### src/hw/rtl/afs_pkg.sv
// afs_pkg: sizes, codes, sequencer states and divider request and response types of the frame scaler
// used by afs_div and aspect_fit_frame_scaler; depends on nothing else
package afs_pkg;

	localparam int MAX_SRC_W   = 1024;
	localparam int MAX_SRC_H   = 1024;
	localparam int MAX_DST_DIM = 4096;

	localparam int PIX_W  = 32;
	localparam int POS_W  = 12;
	localparam int SRC_SW = 11;   // source size register width
	localparam int DST_SW = 13;   // destination size register width
	localparam int SRC_XW = $clog2(MAX_SRC_W);
	localparam int SRC_YW = $clog2(MAX_SRC_H);
	localparam int SRC_AW = SRC_XW + SRC_YW;
	localparam int SRC_DEPTH = MAX_SRC_W * MAX_SRC_H;

	localparam int MUL_W  = 13;   // multiplier operand width
	localparam int PROD_W = 2 * MUL_W;
	localparam int SUM_W  = 28;   // per-channel box sum
	localparam int N_W    = 21;   // pixels in a box
	localparam int DIV_NW = 29;   // dividend width
	localparam int DIV_DW = 21;   // divisor and remainder width
	localparam int DIV_CW = $clog2(DIV_NW);

	typedef enum logic [1:0] {
		CFG_SRC_W = 2'd0,
		CFG_SRC_H = 2'd1,
		CFG_DST_W = 2'd2,
		CFG_DST_H = 2'd3
	} cfg_idx_t;

	localparam int ST_W = 29;
	typedef enum logic [ST_W-1:0] {
		S_IDLE  = 29'd1 << 0,
		S_CHECK = 29'd1 << 1,
		S_UFX   = 29'd1 << 2,
		S_UFY   = 29'd1 << 3,
		S_UMW   = 29'd1 << 4,
		S_UMH   = 29'd1 << 5,
		S_FIT   = 29'd1 << 6,
		S_UDX   = 29'd1 << 7,
		S_UDY   = 29'd1 << 8,
		S_RD    = 29'd1 << 9,
		S_RDW   = 29'd1 << 10,
		S_DP1   = 29'd1 << 11,
		S_DP2   = 29'd1 << 12,
		S_DOW   = 29'd1 << 13,
		S_DQX   = 29'd1 << 14,
		S_DQY   = 29'd1 << 15,
		S_DMX   = 29'd1 << 16,
		S_DMRX  = 29'd1 << 17,
		S_DMY   = 29'd1 << 18,
		S_DMRY  = 29'd1 << 19,
		S_DTX0  = 29'd1 << 20,
		S_DTX1  = 29'd1 << 21,
		S_DTY0  = 29'd1 << 22,
		S_DTY1  = 29'd1 << 23,
		S_DN    = 29'd1 << 24,
		S_SUM   = 29'd1 << 25,
		S_SUMW  = 29'd1 << 26,
		S_DAVG  = 29'd1 << 27,
		S_OUT   = 29'd1 << 28
	} state_t;

	typedef struct packed {
		logic              start;
		logic [DIV_NW-1:0] num;
		logic [DIV_DW-1:0] den;
	} div_req_t;

	typedef struct packed {
		logic              busy;
		logic              done;
		logic [DIV_NW-1:0] quo;
		logic [DIV_DW-1:0] rem;
	} div_rsp_t;

endpackage

### src/hw/rtl/afs_div.sv
// afs_div: shared restoring divider, one quotient bit per cycle
// depends on afs_pkg for widths and the request and response structs
module afs_div (
	input  logic               clk,
	input  logic               arst_n,
	input  afs_pkg::div_req_t  req,
	output afs_pkg::div_rsp_t  rsp
);

	logic                        busy_q;
	logic                        done_q;
	logic [afs_pkg::DIV_CW-1:0]  cnt_q;
	logic [afs_pkg::DIV_DW-1:0]  acc_q;
	logic [afs_pkg::DIV_NW-1:0]  quo_q;
	logic [afs_pkg::DIV_DW-1:0]  den_q;
	logic [afs_pkg::DIV_DW:0]    trial;
	logic [afs_pkg::DIV_DW:0]    diff;
	logic                        ge;

	assign trial = {acc_q, quo_q[afs_pkg::DIV_NW-1]};
	assign ge    = trial >= {1'b0, den_q};
	assign diff  = trial - {1'b0, den_q};

	always_ff @(posedge clk or negedge arst_n) begin
		if (!arst_n) begin
			busy_q <= 1'b0;
			done_q <= 1'b0;
		end else begin
			done_q <= 1'b0;
			if (req.start) begin
				busy_q <= 1'b1;
			end else if (busy_q && cnt_q == '0) begin
				busy_q <= 1'b0;
				done_q <= 1'b1;
			end
		end
	end

	always_ff @(posedge clk) begin
		if (req.start) begin
			quo_q <= req.num;
			den_q <= req.den;
			acc_q <= '0;
			cnt_q <= afs_pkg::DIV_CW'(afs_pkg::DIV_NW - 1);
		end else if (busy_q) begin
			// partial remainder always stays below the divisor
			acc_q <= ge ? diff[afs_pkg::DIV_DW-1:0] : trial[afs_pkg::DIV_DW-1:0];
			quo_q <= {quo_q[afs_pkg::DIV_NW-2:0], ge};
			cnt_q <= cnt_q - 1'b1;
		end
	end

	assign rsp.busy = busy_q;
	assign rsp.done = done_q;
	assign rsp.quo  = quo_q;
	assign rsp.rem  = acc_q;

endmodule
### config.mk
export PLATFORM = sky130hd
export DESIGN_NAME = afs_div
export DESIGN_NICKNAME = d
export VERILOG_FILES = /design/src/hw/rtl/afs_pkg.sv /design/src/hw/rtl/afs_div.sv
export SDC_FILE = /design/constraint.sdc
export NUM_CORES = 1
export LEC_CHECK = 0
export ABC_CLOCK_PERIOD_IN_PS = 4930
export BUFFER_PORTS_ARGS = -buffer_cell sky130_fd_sc_hd__buf_2
export CAP_MARGIN = 20
export CORE_MARGIN = 2
export CORE_UTILIZATION = 38
export DETAILED_ROUTE_END_ITERATION = 12
export GPL_TIMING_DRIVEN = 1
export MAX_ROUTING_LAYER = met4
export PLACE_DENSITY_LB_ADDON = 0.08
export SYNTH_ARGS = -nofsm -noshare
export SYNTH_HDL_FRONTEND = slang
export SYNTH_SLANG_ARGS = --single-unit
### constraint.sdc
create_clock -name clk -period 4.93 [get_ports clk]
set_input_delay 0.986 -clock clk [delete_from_list [all_inputs] [get_ports clk]]
set_output_delay 0.986 -clock clk [all_outputs]
set_load 0.05 [all_outputs]
After elaboration in Yosys (flattened, before gate mapping)

Cells that the tools add are included.

Bits in registers: 78
Latch bits: 0
RAM bits: 0
ROM bits: 0
Input port bits: 53
Output and inout port bits: 52
Word-level logic and storage cells: 20
Memories: 0

Add/sub/neg operators: 2
Multiply operators: 0
Div/mod/pow operators: 0
Magnitude comparators: 1
Eq/ne operators: 0
Shift-type cells: 0
Mux-type cells: 7
Bitwise logic cells: 0
Reduce and logical (&&, ||, !) cells: 4

Operators by type and width:

| kind                                                                | count |
|---|---|
| 29-bit two-way mux                                                  | 2 |
| 22-bit by 21-bit >= comparator with 1-bit output                    | 1 |
| 21-bit two-way mux                                                  | 1 |
| 21-bit subtractor                                                   | 1 |
| 5-bit zero test                                                     | 1 |
| 5-bit by 1-bit subtractor with 5-bit output (second input constant) | 1 |
| 1-bit two-way mux                                                   | 4 |
| 2-bit nonzero test                                                  | 2 |
| 1-bit logical AND                                                   | 1 |

Longest topological paths before layout

Depth after elaboration: 4
Depth in mapped cells: 12
Gate-level depth less buffers: 10

Worst setup path after synthesis

Ideal clock, no wire load.

Path type: register to register
Start point: reg quo_q[28] (netlist name)
End point: reg acc_q[11] (netlist name)
Setup time: 0.088 ns
Arrival: 3.051 ns
Required time: 4.842 ns
Slack: 1.791 ns
Stages on the path, launching flop included: 13
Path buffers: 2
Period minus slack after synthesis: 3.139 ns
Cells stage by stage: edfxtp_1 > inv_1 > ha_1 > inv_1 > fa_1 > a21o_1 > a221o_1 > a211o_1 > a211oi_2 > buf_6 > buf_12 > nand2_1 > a311oi_2

Word-level cells in the longest chain between the ends: 2
Elaborated cells on any way between the ends: 3
Those cells by class: add/sub (1); order compare (1); mux (1)

RTL lines:

| what                                                                                  | RTL line                     | text |
|---|---|---|
| start, declared                                                                       | afs_div.sv:14                | `logic [afs_pkg::DIV_NW-1:0] quo_q;` |
| start signal, assigned                                                                | afs_div.sv:41                | `quo_q <= req.num;` |
| start signal, assigned                                                                | afs_div.sv:48                | `quo_q <= {quo_q[afs_pkg::DIV_NW-2:0], ge};` |
| 21-bit subtractor or 22-bit by 21-bit >= comparator with 1-bit output (tied branches) | afs_div.sv:22, afs_div.sv:21 |  |
| 21-bit two-way mux (*)                                                                | afs_div.sv:47                | `acc_q <= ge ? diff[afs_pkg::DIV_DW-1:0] : trial[afs_pkg::DIV_DW-1:0];` |
| end signal, assigned                                                                  | afs_div.sv:47                |  |
| end, declared                                                                         | afs_div.sv:13                | `logic [afs_pkg::DIV_DW-1:0] acc_q;` |

Mark *: on every way between the ends. The rest lies on a longest branch, timed or not.
A chain may end at the register's enable or synchronous reset.

Worst setup path in the final report

Start point: reg quo_q[28] (netlist name)
End point: reg acc_q[6] (netlist name)

Same word-level chain as after synthesis.

==> results by group <==
Power
  – Clock network fraction of design power: between 20% and 30%
  – Seq pwr share: a little over a third
  – Switch share: 38.92%
  – LEAKAGE: around 2.3 nW
  – Logic pwr share: 38.1%
  – Cell-internal power: approximately 1.4 mW
  – P per Cell Area: 441.5 nW/um2
  – Peak supply drop: 0.1877 mV
  – P_sw: 0.9090 mW

CTS
  – Clock Path Buffers: 2
  – H-tree Lvls: 3
  – CTS root buf: clkbuf_16
  – # clock sinks: 78
  – Post-CTS setup buffers: 0
  – Post_cts resized: 0
  – CTS hold repair buffers: 0
  – Inserted Clock Buffers: 9
  – Worst skew pair latency: between 300 and 400 ps
  – TritonCTS clock tree: done
  – Clock transition at the registers of the reported paths: 60 ps

Global routing
  – First-pass GRT wire length: ~17000 um
  – Global-route met3 utilization: 3.865%
  – Total track usage: 16.87%
  – Vias in the first global route: 3344
  – Initial antenna violation count: 0
  – GRT overflow: 0
  – Pin count of the biggest net entering global routing: 45
  – Gr busiest metal: met2
  – Met1 Use GR: ~22%
  – Met2 Track Usage GR: 26.18%

Timing
  – Fin. Hold Viols: 0
  – RSZ-0062 raised after global routing: false
  – F_max: 279.8 MHz
  – Setup violations, final: 0
  – Max-slew headroom: 39.44%
  – Worst clock skew: 10.39 ps
  – Crit share post-route: 72.49%
  – Final setup TNS: 0 ps
  – Worst Max-Slew Pin Slew: 908.3 ps
  – Minimum clock period: 3574 ps
  – Count of pins over their slew limit: 0

Detailed routing
  – WL per Instance: 15.26 um
  – Routed vias/inst: approximately 5.3
  – Final WL: 10070 um
  – DRT antenna net count: 0
  – Vias: between 3000 and 4000
  – DRC viols: 0
  – Router iterations before antenna repair: 4
  – Initial DRC count: 139

Final layout
  – Post-Layout Cell Count: 660
  – Antenna diode count: 0
  – Fillers: 1125
  – Area Overhead vs Synth: 20.15%
  – Multi-input logic area: 2100 um2
  – Layout cells sized above 1: 30.56%
  – Nets: 588
  – Register area: 2072 um2
  – Final core occ: 46.53%

Job
  – Maxcap violations: 0

Placement
  – Port bufs: 104
  – Routability cong.: 0.9147
  – DP Wirelength: around 7500 um
  – Placed insts: 643

Die
  – Core area: ~11000 um2
  – Initial core utilization: 38.73%
  – Boundary pin count: about 110
  – # rows: 39
  – Die W: 111.6 um
  – Chip Height: 111.6 um
  – Die area: 12460 um2

Worst setup path
  – Top Family by Delay on Critical Path: compound AO/OA/AOI/OAI gates
  – Worst path most repeated cell: inv_1
  – Nature of the critical path endpoint: register
  – Critical path type: register to register
  – Max incr delay on CP: just under 800 ps
  – Worst-path fanout max: 21
  – CP Cell Sequence: inv_1, ha_1, inv_1, fa_1, a21o_1, a221o_1, a211o_1, a211oi_4, buf_4, mux2i_1, a211oi_1
  – Slowest-stage cell, CP: a211oi_4
  – WP buf/inv: 3
  – Arr. time, crit path: 3760 ps
  – Crit path required time: 5120 ps
  – CP Launch Type: register

Synthesis
  – Synth Net Count: just under 500
  – Cell taking the most area after synthesis: edfxtp_1
  – Ys async rst share: 2.564%
  – Synth Area in Compound Gates: 16.06%
  – Commonest cells post-synth: edfxtp_1, nor2_1, nand2_1
  – Most used flip-flop cell after synthesis: edfxtp_1
  – Most numerous cell in the Yosys netlist: edfxtp_1
  – Sequential-to-total area share from yosys stat: 47.06%
  – Synth Register Bits: 78
  – Synthesized area per cell: 10.58 um2
  – Post-Synth XOR/XNOR Area: 2.586%
  – Area contributors post-synth: edfxtp_1, dfxtp_1, mux2_2
  – Mux share of post-synthesis cell area: 8.980%
  – Synthesized-area fraction occupied by adder cells: under 10%
  – Main combinational cell family by area after synthesis: compound AO/OA/AOI/OAI gates
  – Synth Instances: around 420
  – Top-area cell type share of the netlist area: 34.10%
  – Warnings from Yosys: 0
  – Post-synthesis simple-gate area fraction: 13.19%
  – Mapped Area: roughly 4400 um2
  – Post-synth EDFFs: 50
  – Synth cell types: approximately 60

Outcome
  – Status: completed

Min path
  – Hold Path Class: input port to async pin
-- through the flow --
step | hold WS [ps] | cell area (um2) | power, mW | worst slack (ps)
global placement | 454.8 | 5001 | 1.747 | 1414
detailed placement | 457.8 | 5001 | 1.752 | 1287
global route | 413.3 | 5290 | 2.471 | 1145
finish | 426.5 | 5290 | 2.336 | 1356
floorplan | 431.8 | 4403 | 1.559 | 1791
CTS | 415.4 | 5263 | 2.358 | 1282
-- power groups by stage --
stage          logic (mW)  registers, mW  clock network, mW
3_3_place_gp        0.886          0.861                  0
4_1_cts             0.893          0.849              0.616
6_report            0.890          0.847              0.599
2_1_floorplan       0.484           1.07                  0
3_5_place_dp        0.889          0.863                  0
5_1_grt             0.965          0.861              0.645
-- state kept, by name, summed over array words and instances, names as in the netlist --
name / count
acc_q: 21
busy_q: 1
cnt_q: 5
den_q: 21
done_q: 1
quo_q: 29
-- routing by layer --
layer | share of wire [%] | up-vias
met3 | 4.3 | 7
met1 | 48 | 1645
met5 | 0 | -
li1 | - | 1737
met2 | 46 | 76
met4 | 1.3 | 0
-- worst register-to-register path: stages, from the launching register on --
cell and delay, ps:
edfxtp_1 410, inv_1 80, ha_1 160, inv_1 50, fa_1 400, a21o_1 220
a221o_1 350, a211o_1 350, a211oi_4 770, buf_4 340, mux2i_1 210, a211oi_1 90
-- cell type report --
| cell class | instances | area share [%] |
|---|---|---|
| clock buffers | 11 | 4.399 |
| repair buffers | 108 | 10.83 |
| inverters | 28 | 1.987 |
| flip-flops and latches | 78 | 39.17 |
| clock inverters | 5 | 0.5440 |
| well taps | 143 | 3.382 |
| multi-input cells | 287 | 39.69 |
-- cells in the final DEF (no fill, tap or decap), types with 8 or more instances in the layout --
cell / instances
buf_2: 103
edfxtp_1: 50
nor2_1: 34
nand2_1: 33
inv_1: 28
mux2_2: 28
dfxtp_1: 26
a21oi_1: 23
ha_1: 22
o21ai_0: 17
a211oi_1: 12
xnor2_1: 11
clkbuf_16: 9
mux2i_1: 8
-- path summary, 6_finish.rpt --
check | from | to | slack (ps) | cells after the start
max | quo_q[28]$_DFFE_PP_ | acc_q[6]$_SDFFE_PP0P_ | 1360 | 11
min | arst_n | done_q$_DFF_PN0_ | 430 | 1
max reg2reg | quo_q[28]$_DFFE_PP_ | acc_q[6]$_SDFFE_PP0P_ | 1360 | 11
min reg2reg | cnt_q[4]$_SDFFE_PP1P_ | done_q$_DFF_PN0_ | 470 | 1
max in group asynchronous | arst_n | busy_q$_DFFE_PN0P_ | 4410 | 1
min in group clk | cnt_q[4]$_SDFFE_PP1P_ | done_q$_DFF_PN0_ | 470 | 1
-- kinds of logic (layout without fill, tap and decap cells) --
logic type / count (synthesis) / count (layout)
XOR/XNOR: 13 / 13
flip-flops: 78 / 78
AND/OR/NAND/NOR: 116 / 116
multiplexers: 36 / 36
adder cells (fa/ha/maj): 23 / 23
buffers and inverters: 51 / 152
AO/OA/AOI/OAI: 99 / 99
Power figures use the tool's default switching activity.
